[src/hdl/acl_pkg.sv]
// Types and constants of the associative block cache.
package acl_pkg;

    localparam int ENTRY_W = 6;
    localparam int CFG_W   = 7;
    localparam logic [CFG_W-1:0] CFG_RESET = 7'd64;

    localparam logic OP_LOOKUP = 1'b0;
    localparam logic OP_PUT    = 1'b1;

    typedef struct packed {
        logic        operation;
        logic [3:0]  drum;
        logic [7:0]  block;
        logic [31:0] line_handle;
    } t_in;

    typedef struct packed {
        logic               hit;
        logic [31:0]        line_handle_out;
        logic [ENTRY_W-1:0] entry;
        logic               evicted;
        logic [3:0]         evicted_drum;
        logic [7:0]         evicted_block;
    } t_out;

    // One cache line as stored in the memory.
    typedef struct packed {
        logic        valid;
        logic [3:0]  drum;
        logic [7:0]  block;
        logic [31:0] handle;
        logic [63:0] stamp;
    } t_entry;

    typedef struct packed {
        logic clr;   // start of a new scan
        logic vld;   // read data holds an entry to compare
    } t_scan_ctl;

    typedef struct packed {
        logic found;
        logic free_found;
    } t_scan_flags;

    typedef enum logic [2:0] {
        ST_CLEAR,
        ST_IDLE,
        ST_SCAN,
        ST_LAST,
        ST_WRITE
    } t_state;

endpackage

[src/hdl/acl_scan.sv]
// Scan tracker: first tag match, first free line and oldest stamp.
module acl_scan #(
    parameter int IW = 6
) (
    input  logic               i_clk,
    input  logic               i_rst_n,
    input  acl_pkg::t_scan_ctl i_ctl,
    input  logic [IW-1:0]      i_idx,
    input  acl_pkg::t_entry    i_rd,
    input  logic [3:0]         i_key_drum,
    input  logic [7:0]         i_key_block,
    output acl_pkg::t_scan_flags o_flags,
    output logic [IW-1:0]      o_hit_idx,
    output logic [31:0]        o_hit_handle,
    output logic [IW-1:0]      o_free_idx,
    output logic [IW-1:0]      o_lru_idx,
    output logic [3:0]         o_lru_drum,
    output logic [7:0]         o_lru_block
);

    acl_pkg::t_scan_flags r_flags;
    acl_pkg::t_scan_flags n_flags;
    logic [IW-1:0] r_hit_idx;
    logic [31:0]   r_hit_handle;
    logic [IW-1:0] r_free_idx;
    logic [IW-1:0] r_lru_idx;
    logic [63:0]   r_lru_stamp;
    logic [3:0]    r_lru_drum;
    logic [7:0]    r_lru_block;
    logic          match;
    logic          older;

    assign match = i_rd.valid && (i_rd.drum == i_key_drum) && (i_rd.block == i_key_block);
    // first entry seeds the minimum; strict compare keeps the lower index on ties
    assign older = (i_idx == '0) || (i_rd.stamp < r_lru_stamp);

    always_comb begin
        n_flags = r_flags;
        if (match) begin
            n_flags.found = 1'b1;
        end
        if (!i_rd.valid) begin
            n_flags.free_found = 1'b1;
        end
    end

    always_ff @(posedge i_clk) begin
        if (!i_rst_n) begin
            r_flags <= '0;
        end else if (i_ctl.clr) begin
            r_flags <= '0;
        end else if (i_ctl.vld) begin
            r_flags <= n_flags;
        end
    end

    always_ff @(posedge i_clk) begin
        if (i_ctl.vld) begin
            if (match && !r_flags.found) begin
                r_hit_idx    <= i_idx;
                r_hit_handle <= i_rd.handle;
            end
            if (!i_rd.valid && !r_flags.free_found) begin
                r_free_idx <= i_idx;
            end
            if (older) begin
                r_lru_idx   <= i_idx;
                r_lru_stamp <= i_rd.stamp;
                r_lru_drum  <= i_rd.drum;
                r_lru_block <= i_rd.block;
            end
        end
    end

    assign o_flags      = r_flags;
    assign o_hit_idx    = r_hit_idx;
    assign o_hit_handle = r_hit_handle;
    assign o_free_idx   = r_free_idx;
    assign o_lru_idx    = r_lru_idx;
    assign o_lru_drum   = r_lru_drum;
    assign o_lru_block  = r_lru_block;

endmodule

[config.mk]
export PLATFORM = sky130hd
export DESIGN_NAME = acl_scan
export DESIGN_NICKNAME = d
export VERILOG_FILES = /design/src/hdl/acl_pkg.sv /design/src/hdl/acl_scan.sv
export SDC_FILE = /design/constraint.sdc
export NUM_CORES = 1
export LEC_CHECK = 0
export BUFFER_PORTS_ARGS = -buffer_cell sky130_fd_sc_hd__buf_4
export CAP_MARGIN = 30
export CORE_ASPECT_RATIO = 0.75
export CORE_MARGIN = 1.5
export CORE_UTILIZATION = 54
export DETAILED_ROUTE_END_ITERATION = 16
export GPL_TIMING_DRIVEN = 0
export PLACE_DENSITY = 0.85
export SYNTH_ARGS = -nofsm -noshare
export SYNTH_HDL_FRONTEND = slang
export SYNTH_SLANG_ARGS = --single-unit
[constraint.sdc]
create_clock -name i_clk -period 10 [get_ports i_clk]
set_input_delay 0 -clock i_clk [delete_from_list [all_inputs] [get_ports i_clk]]
set_output_delay 0 -clock i_clk [all_outputs]
set_load 0.05 [all_outputs]
==> results of run 1 <==
-- registers in the layout, summed over array words and instances (netlist names) --
name / count
o_hit_handle: 32
o_free_idx: 6
o_lru_drum: 4
o_hit_idx: 6
o_flags: 2
o_lru_idx: 6
o_lru_block: 8
r_lru_stamp: 64
-- power by group through the flow --
| stage | Combinational (mW) | Sequential [mW] | Clock (mW) |
|---|---|---|---|
| floorplan | 0.0648 | 0.667 | 0 |
| global route | 0.250 | 0.634 | 0.636 |
| global placement | 0.157 | 0.647 | 0 |
| CTS | 0.216 | 0.630 | 0.605 |
| finish | 0.235 | 0.632 | 0.615 |
| detailed placement | 0.175 | 0.641 | 0 |
-- worst max-delay path, stage by stage (launching register included) --
cell,delay (ns)
edfxtp_1,0.38
inv_1,0.08
ha_1,0.23
a2111oi_0,0.55
nand3b_1,0.19
nand4b_1,0.14
a311oi_1,0.57
a2bb2oi_4,0.61
buf_16,0.24
buf_12,0.22
-- cell usage in the layout (no fill, tap or decap), types with 3 or more instances in the layout --
cell and count:
o21ai_0 8, nand4_1 15, xor2_1 5, nand2_1 12, nor3_1 4, nor2_1 9, a21oi_1 24, nor4_1 3
xnor2_1 7, nand3_1 5, inv_1 67, edfxtp_1 126, inv_6 9, dlygate4sd3_1 119, a21o_1 6, buf_4 194
ha_1 63, clkbuf_16 17
-- cell families after synthesis --
kind of cell               count (synthesis)  synth area share [%]
AOI/OAI and AO/OA                         50                  5.53
DFF                                      128                  68.2
adders and majority gates                 63                  14.1
buffers and inverters                     67                  4.49
and+or+nand+nor                           61                  5.85
xor gates and xnor gates                  12                  1.87
-- worst max-delay path by stage --
stage / depth (start not counted) / endpoint / slack, ns / from
4_1_cts: 10 / r_lru_stamp[1] / 6.70 / r_lru_stamp[42]
2_1_floorplan: 8 / o_lru_block[0] / 3.71 / r_lru_stamp[42]
6_report: 9 / r_lru_stamp[12] / 6.45 / r_lru_stamp[1]
3_3_place_gp: 7 / r_lru_stamp[1] / 1.74 / r_lru_stamp[1]
5_1_grt: 9 / r_lru_stamp[12] / 6.36 / r_lru_stamp[1]
3_5_place_dp: 10 / r_lru_stamp[2] / 6.71 / r_lru_stamp[42]
-- timing repair --
item | CTS | global route
hold endpoints to repair | 134 | 0
hold buffers | 119 | 0
setup buffers | 0 | 0
-- cell type report --
type                    count  area (um2)
flip-flops and latches    128        3820
repair buffers            317        2740
multi-input cells         186        1560
fillers                   333         777
clock buffers              17         425
inverters                  67         251
well taps                 132         165
clock inverters            15         146
diodes                      1        2.50
-- stage by stage --
step	worst slack [ns]	util, %	hold WS, ns	area, um2
after CTS	6.70	92.1	0.0979	9110
after global routing	6.36	92.1	0.223	9110
after floorplan	3.71	-	0.0989	5610
after global placement	1.74	73.1	0.179	7230
after detailed placement	6.71	74.3	0.180	7350
final	6.45	92.1	0.207	9110
-- per-layer routing --
layer  wire, um  GRT usage [%]
met5          0              0
met4        903           19.6
met3       1610           10.4
met2      10400           68.4
met1       7250           42.6
==> impl_metrics.yaml, run 1 <==
yosys:
  async_flop_share_pct: 0
  ys_warn_count: 0
  synth.most_common_cell: "edfxtp_1"
  synth_nets: 575
  synth-edff-count: 126
  ys_top_cells_by_area: "edfxtp_1 (67%), ha_1 (14%), inv_1 (4.5%), a21oi_1 (2.1%), nand4_1 (1.7%)"
  synth_ff_type: "edfxtp_1"
  synth_cell_types: 36
  synth_area_mm2: 0.00561
  syn_area_per_cell_um2: 14.7
  synth.largest_area_cell: "edfxtp_1"
  synth-seq-area-share_pct: 68.2
  synth_seq_cells: 128
  netlist_instances: 381
  yosys-top-cells-count: "edfxtp_1 (126), inv_1 (67), ha_1 (63)"
  yosysTopAreaCellShare_pct: 67.5
sta:
  tightest_slew_ns: 0.884
  setup_viol: 0
  fmax_mhz: 282
  slew_violations: 0
  relSlewSlack_pct: 40.9
  fin_tns_setup_ns: 0
  skew_ns: 0.0176
  min_period_over_period_pct: 35.5
  rsz0062_at_grt: "false"
  hold_violations: 0
  min_period_ns: 3.55
status:
  outcome: "complete, no violations"
placement:
  placed_cells: 711
  gp_congestion: 0.812
  hpwl_mm: 10.2
  port_buffers: 194
worst_setup_path:
  r2r_cells: 9
  endpoint_kind: "flop"
  arrival_ns: 3.66
  worst_r2r_startpoint: "r_lru_stamp[1]"
  worstPathMaxFanout: 31
  reg2reg_slack_ns: 6.45
  r2r_end: "r_lru_stamp[12]"
  worst_setup_path_start_kind: "flop"
  critPathKind: "reg2reg"
  required_ns: 10.11
global_route:
  grt_pass1_vias: 5329
  grt_pass1_wl_mm: 30.6
  grt_max_degree: 36
  antenna_found_initial: 1
  grt_overflow: 0
  grtUsageTotal_pct: 38.6
floorplan:
  die-area_mm2: 0.0110
  die_h_um: 91.2
  die_w_um: 121
  pin_count: 195
  core-area_mm2: 0.00989
  start_util_pct: 56.7
  row_count: 31
cells_and_area:
  syn_to_final_growth_pct: 62.6
  nets: 911
  drive_gt1_share_pct: 32.1
  fin_cells: 863
pwr:
  p_sw_mw: 0.395
  p_sw_share_pct: 26.6
  clockPowerShare_pct: 41.5
  combPwrFrac_pct: 15.8
  pwr-share-seq_pct: 42.7
  leakage_nw: 4.02
  p_int_mw: 1.09
  finalPower_mw: 1.48
  p_per_area_mw_per_mm2: 163
  vdd_drop_max_v: 0.000126
drt:
  drt_iter0_markers: 407
  dr_total_vias: 4868
  postRouteAntennaNets: 0
  avgViaCountPerCell: 5.64
  dr.pass1.iters: 5
  routed_wl_mm: 20.2
  post_drt_wl_per_cell_um: 23.4
  drc_errors: 0
hold_path:
  hold_end: "o_flags[1]"
  hp-class: "in2reg"
  hold_start: "i_key_block[0]"
  hold_depth: 5
clock_network:
  clkSinkCount: 128
  ctsHtreeMaxLevel: 4
  cts_buffers: 17
  cts_tree: "yes"
  clk_pin_slew_ns: 0.07
  clk_path_buf_depth: 2
  post_cts_resized: 0
  clk_latency_ns: 0.43
  root_buffer: "clkbuf_16"
run:
  maxCapViolations: 0
Power figures use the tool's default switching activity.
==> inputs of run 2 (changes only) <==
--- a/config.mk
+++ b/config.mk
@@ -9,10 +9,10 @@
 export CAP_MARGIN = 30
 export CORE_ASPECT_RATIO = 0.75
 export CORE_MARGIN = 1.5
-export CORE_UTILIZATION = 54
+export CORE_UTILIZATION = 50
 export DETAILED_ROUTE_END_ITERATION = 16
 export GPL_TIMING_DRIVEN = 0
-export PLACE_DENSITY = 0.85
+export PLACE_DENSITY = 0.8
 export SYNTH_ARGS = -nofsm -noshare
 export SYNTH_HDL_FRONTEND = slang
 export SYNTH_SLANG_ARGS = --single-unit
==> constraint.sdc (replaced) <==
create_clock -name i_clk -period 3.5 [get_ports i_clk]
set_input_delay 0 -clock i_clk [delete_from_list [all_inputs] [get_ports i_clk]]
set_output_delay 0 -clock i_clk [all_outputs]
set_load 0.05 [all_outputs]
==> impl_metrics.yaml, run 2 (synthesis gave the netlist of run 1 again) <==
placement:
  port_buffers: 194
  hpwl_mm: 9.32
  dpl_worst_slack_ns: 0.168
  placed_cells: 719
  gp_congestion: 0.800
worst_setup_path:
  arrival_ns: 3.31
  required_ns: 3.61
  endpoint_kind: "flop"
  worst_setup_path_start_kind: "flop"
  critPathKind: "reg2reg"
  worstPathMaxFanout: 23
cells_and_area:
  final_common_cell: "buf_4"
  fill_cells: 559
  nets: 913
  fin_cells: 872
  seq_area_mm2: 0.00382
  fin_util_pct: 83.6
  syn_to_final_growth_pct: 63.1
  regMostFlops: "r_lru_stamp"
  multiInputGateArea_mm2: 0.00158
  layout_common_cells: "buf_4 (194), edfxtp_1 (126), dlygate4sd3_1 (119), inv_1 (67), ha_1 (63)"
  num_antenna_cells: 0
  largest_reg_flops: 64
  drive_gt1_share_pct: 32.4
sta:
  min_period_ns: 3.20
  slew_violations: 0
  setup_viol: 0
  relSlewSlack_pct: 49.6
  setup_ws_ns: 0.300
  fmax_mhz: 313
  hold_violations: 0
  fin_tns_setup_ns: 0
  skew_ns: 0.0157
  holdWs_ns: 0.110
  min_period_over_period_pct: 91.4
  rsz0062_at_grt: "false"
  tightest_slew_ns: 0.755
floorplan:
  die_h_um: 94.7
  core-area_mm2: 0.0109
  row_count: 33
  die-area_mm2: 0.0119
  start_util_pct: 51.2
  pin_count: 195
  die_w_um: 125
drt:
  dr.pass1.iters: 5
  dr_total_vias: 4376
  postRouteAntennaNets: 0
  drc_errors: 0
  routed_wl_mm: 16.3
  drt_iter0_markers: 206
  post_drt_wl_per_cell_um: 18.7
  avgViaCountPerCell: 5.02
clock_network:
  post_cts_resized: 0
  postCtsSetupRepairBufs: 0
  clk_path_buf_depth: 2
  clk_pin_slew_ns: 0.07
  clk_latency_ns: 0.42
  root_buffer: "clkbuf_16"
  ctsHtreeMaxLevel: 4
  cts_buffers: 17
  clkSinkCount: 128
  cts_tree: "yes"
global_route:
  grt_max_degree: 38
  grtUsageTotal_pct: 27.9
  grt_pass1_wl_mm: 24.6
  grt_pass1_vias: 4655
  antenna_found_initial: 0
  use_met2_pct: 52.4
  grt_util_met3_pct: 6.01
  grt_overflow: 0
  grt-busiest-layer: "met2"
  grtUsageMet1_pct: 31.6
pwr:
  vdd_drop_max_v: 0.000362
  pwr-share-seq_pct: 43.3
  clockPowerShare_pct: 41.4
  p_sw_mw: 1.11
  leakage_nw: 4.03
  combPwrFrac_pct: 15.3
  p_sw_share_pct: 26.7
  p_int_mw: 3.05
  p_per_area_mw_per_mm2: 455
status:
  outcome: "complete, no violations"
hold_path:
  hp-class: "in2reg"
run:
  maxCapViolations: 0
## run 2: critical path, stage by stage, from the launching register on
cell	delay, ns
edfxtp_1	0.38
inv_1	0.09
ha_1	0.27
nand4_1	0.16
nor3_1	0.08
a22oi_1	0.17
o211ai_1	0.17
a311oi_1	0.61
a2bb2oi_4	0.54
buf_16	0.24
buf_16	0.18
## run 2: stage by stage
stage / area, um2 / power, mW
floorplan: 5630 / 2.09
CTS: 9130 / 4.14
finish: 9150 / 4.16
global route: 9150 / 4.31
detailed placement: 7370 / 2.33
global placement: 7260 / 2.29
## run 2: final timing paths
kind	from	endpoint	slack [ns]	depth (start not counted)
worst max-delay path	r_lru_stamp[38]	r_lru_stamp[38]	0.30	10
worst min-delay path	i_key_drum[1]	o_flags[1]	0.11	5
worst min register to register	o_flags[1]	o_flags[1]	0.52	2
worst max register to register	r_lru_stamp[38]	r_lru_stamp[38]	0.30	10
## run 2: what timing repair did
item	CTS	global route
hold buffers	119	0
endpoints found under the hold margin	129	0
setup endpoints to repair	0	23
## run 2: power groups by stage
stage	sequential (mW)	combinational, mW	clock, mW
6_report	1.80	0.636	1.72
5_1_grt	1.81	0.690	1.81
4_1_cts	1.80	0.616	1.72
3_5_place_dp	1.83	0.500	0
3_3_place_gp	1.83	0.457	0
2_1_floorplan	1.90	0.191	0
## run 2: metal layers
layer,share of wire [%],up-vias
li1,-,2097
met1,39,2095
met2,55,162
met3,5.0,22
met4,1.8,0
met5,0,-
## run 2: layout make-up
class,count,share of cell area [%]
Inverter,67,2.75
Clock buffer,17,4.65
Sequential cell,128,41.8
Clock inverter,15,1.50
Timing Repair Buffer,318,30.1
Multi-Input combinational cell,187,17.2
Tap cell,140,1.92
==> inputs of run 3 (changes only) <==
==> constraint.sdc (replaced) <==
create_clock -name i_clk -period 3.5 [get_ports i_clk]
set_input_delay 0.35 -clock i_clk [delete_from_list [all_inputs] [get_ports i_clk]]
set_output_delay 0.35 -clock i_clk [all_outputs]
set_load 0.05 [all_outputs]
==> impl_metrics.yaml, run 3 (synthesis gave the netlist of run 1 again) <==
placement:
  gp_congestion: 0.814
  placed_cells: 718
  port_buffers: 194
  dpl_worst_slack_ns: 0.180
  hpwl_mm: 9.35
sta:
  slew_violations: 0
  min_period_over_period_pct: 90.7
  hold_violations: 0
  min_period_ns: 3.18
  rsz0062_at_grt: "false"
  tightest_slew_ns: 0.978
  setup_ws_ns: 0.325
  skew_ns: 0.0104
  setup_viol: 0
  fin_tns_setup_ns: 0
  fmax_mhz: 315
  relSlewSlack_pct: 34.6
drt:
  post_drt_wl_per_cell_um: 16.4
  drt_iter0_markers: 207
  avgViaCountPerCell: 5.01
  postRouteAntennaNets: 0
  dr.pass1.iters: 4
  drc_errors: 0
  routed_wl_mm: 12.3
  dr_total_vias: 3756
pwr:
  p_sw_mw: 1.01
  p_sw_share_pct: 25.6
  leakage_nw: 3.50
  vdd_drop_max_v: 0.000456
  finalPower_mw: 3.95
  pwr-share-seq_pct: 45.6
  combPwrFrac_pct: 12.3
  clockPowerShare_pct: 42.2
  p_int_mw: 2.94
  p_per_area_mw_per_mm2: 501
cells_and_area:
  final_common_cell: "buf_4"
  syn_to_final_growth_pct: 40.7
  multiInputGateArea_mm2: 0.00156
  largest_reg_flops: 64
  layout_common_cells: "buf_4 (194), edfxtp_1 (126), inv_1 (67), ha_1 (63), a21oi_1 (24)"
  seq_area_mm2: 0.00382
  num_antenna_cells: 0
  nets: 791
  drive_gt1_share_pct: 38.4
  regMostFlops: "r_lru_stamp"
  fill_cells: 728
  fin_cells: 750
  fin_util_pct: 72.1
worst_setup_path:
  reg2reg_slack_ns: 0.32
  max_stage_delay_ns: 0.68
  critPathKind: "reg2reg"
  r2r_cells: 9
  cp_num_buf_inv: 2
  cp_slowest_cell: "a2bb2oi_4"
  worstPathMaxFanout: 32
  worst-path-stages: 9
  critical_path.cell_chain: "inv_1 > ha_1 > and3_2 > a221o_1 > a221oi_2 > nor2_1 > or3_4 > a2bb2oi_4 > buf_12"
  worst_setup_path_start_kind: "flop"
  r2r_end: "r_lru_stamp[59]"
  worst_r2r_startpoint: "r_lru_stamp[43]"
  path_delay_family: "compound AO/OA/AOI/OAI gates"
  endpoint_kind: "flop"
  arrival_ns: 3.28
  required_ns: 3.60
hold_path:
  hold_start: "i_rd[81]"
  hold_end: "o_hit_handle[17]"
  hp-class: "in2reg"
  hold_depth: 1
floorplan:
  pin_count: 195
  core-area_mm2: 0.0109
  die_h_um: 94.7
  die_w_um: 125
  die-area_mm2: 0.0119
  row_count: 33
  start_util_pct: 51.2
global_route:
  grt_pass1_vias: 3901
  grt_max_degree: 38
  grt_overflow: 0
  grt_pass1_wl_mm: 19.3
  grtUsageTotal_pct: 21.4
  antenna_found_initial: 0
status:
  outcome: "complete, no violations"
clock_network:
  clkSinkCount: 128
  post_cts_resized: 0
  cts_tree: "yes"
  clk_path_buf_depth: 2
  ctsHoldBuffers: 0
  root_buffer: "clkbuf_16"
  clk_latency_ns: 0.41
  clk_pin_slew_ns: 0.06
  postCtsSetupRepairBufs: 0
  ctsHtreeMaxLevel: 4
  cts_buffers: 17
run:
  maxCapViolations: 0
[run 3: cell count changes in the layout (fill, tap and decap cells not counted), sizes merged]
cell         previous run  this run
dlygate4sd3           119         0
buf                   199       197
a2bb2oi                 2         1
clkinvlp                2         3
inv                    79        78
[run 3: worst max-delay path by stage]
stage | start | slack (ns) | end
CTS | r_lru_stamp[1] | 0.26 | r_lru_stamp[56]
global placement | i_rd[1] | -0.78 | r_lru_stamp[29]
floorplan | i_rd[43] | 0.01 | o_lru_block[0]
finish | r_lru_stamp[43] | 0.32 | r_lru_stamp[59]
global route | r_lru_stamp[1] | 0.09 | r_lru_stamp[52]
detailed placement | i_rd[1] | 0.18 | r_lru_stamp[11]
[run 3: cell type report]
class	count	share of cell area, %
well taps	140	2.22
clock inverters	15	1.71
clock buffers	17	5.39
flip-flops and latches	128	48.5
multi-input cells	186	19.8
inverters	67	3.19
repair buffers	197	19.2
[run 3: layer usage]
| layer | GRT usage, % | part of all wire (%) |
|---|---|---|
| met5 | 0 | 0 |
| met4 | 7.39 | 1.8 |
| met3 | 6.40 | 5.0 |
| met2 | 36.7 | 50 |
| met1 | 26.2 | 43 |
[run 3: per-stage QoR]
step | hold slack (ns) | instance area (um2)
6_report | 0.110 | 7890
5_1_grt | 0.0864 | 7890
4_1_cts | 0.0935 | 7890
3_5_place_dp | 0.496 | 7330
3_3_place_gp | 0.452 | 7260
2_1_floorplan | 0.449 | 5630
[run 3: power groups by stage]
stage                     Clock (mW)  Combinational [mW]  Sequential, mW
final                           1.66               0.484            1.80
after global routing            1.76               0.538            1.81
after CTS                       1.70               0.491            1.80
after detailed placement           0               0.485            1.83
after global placement             0               0.456            1.83
after floorplan                    0               0.191            1.90
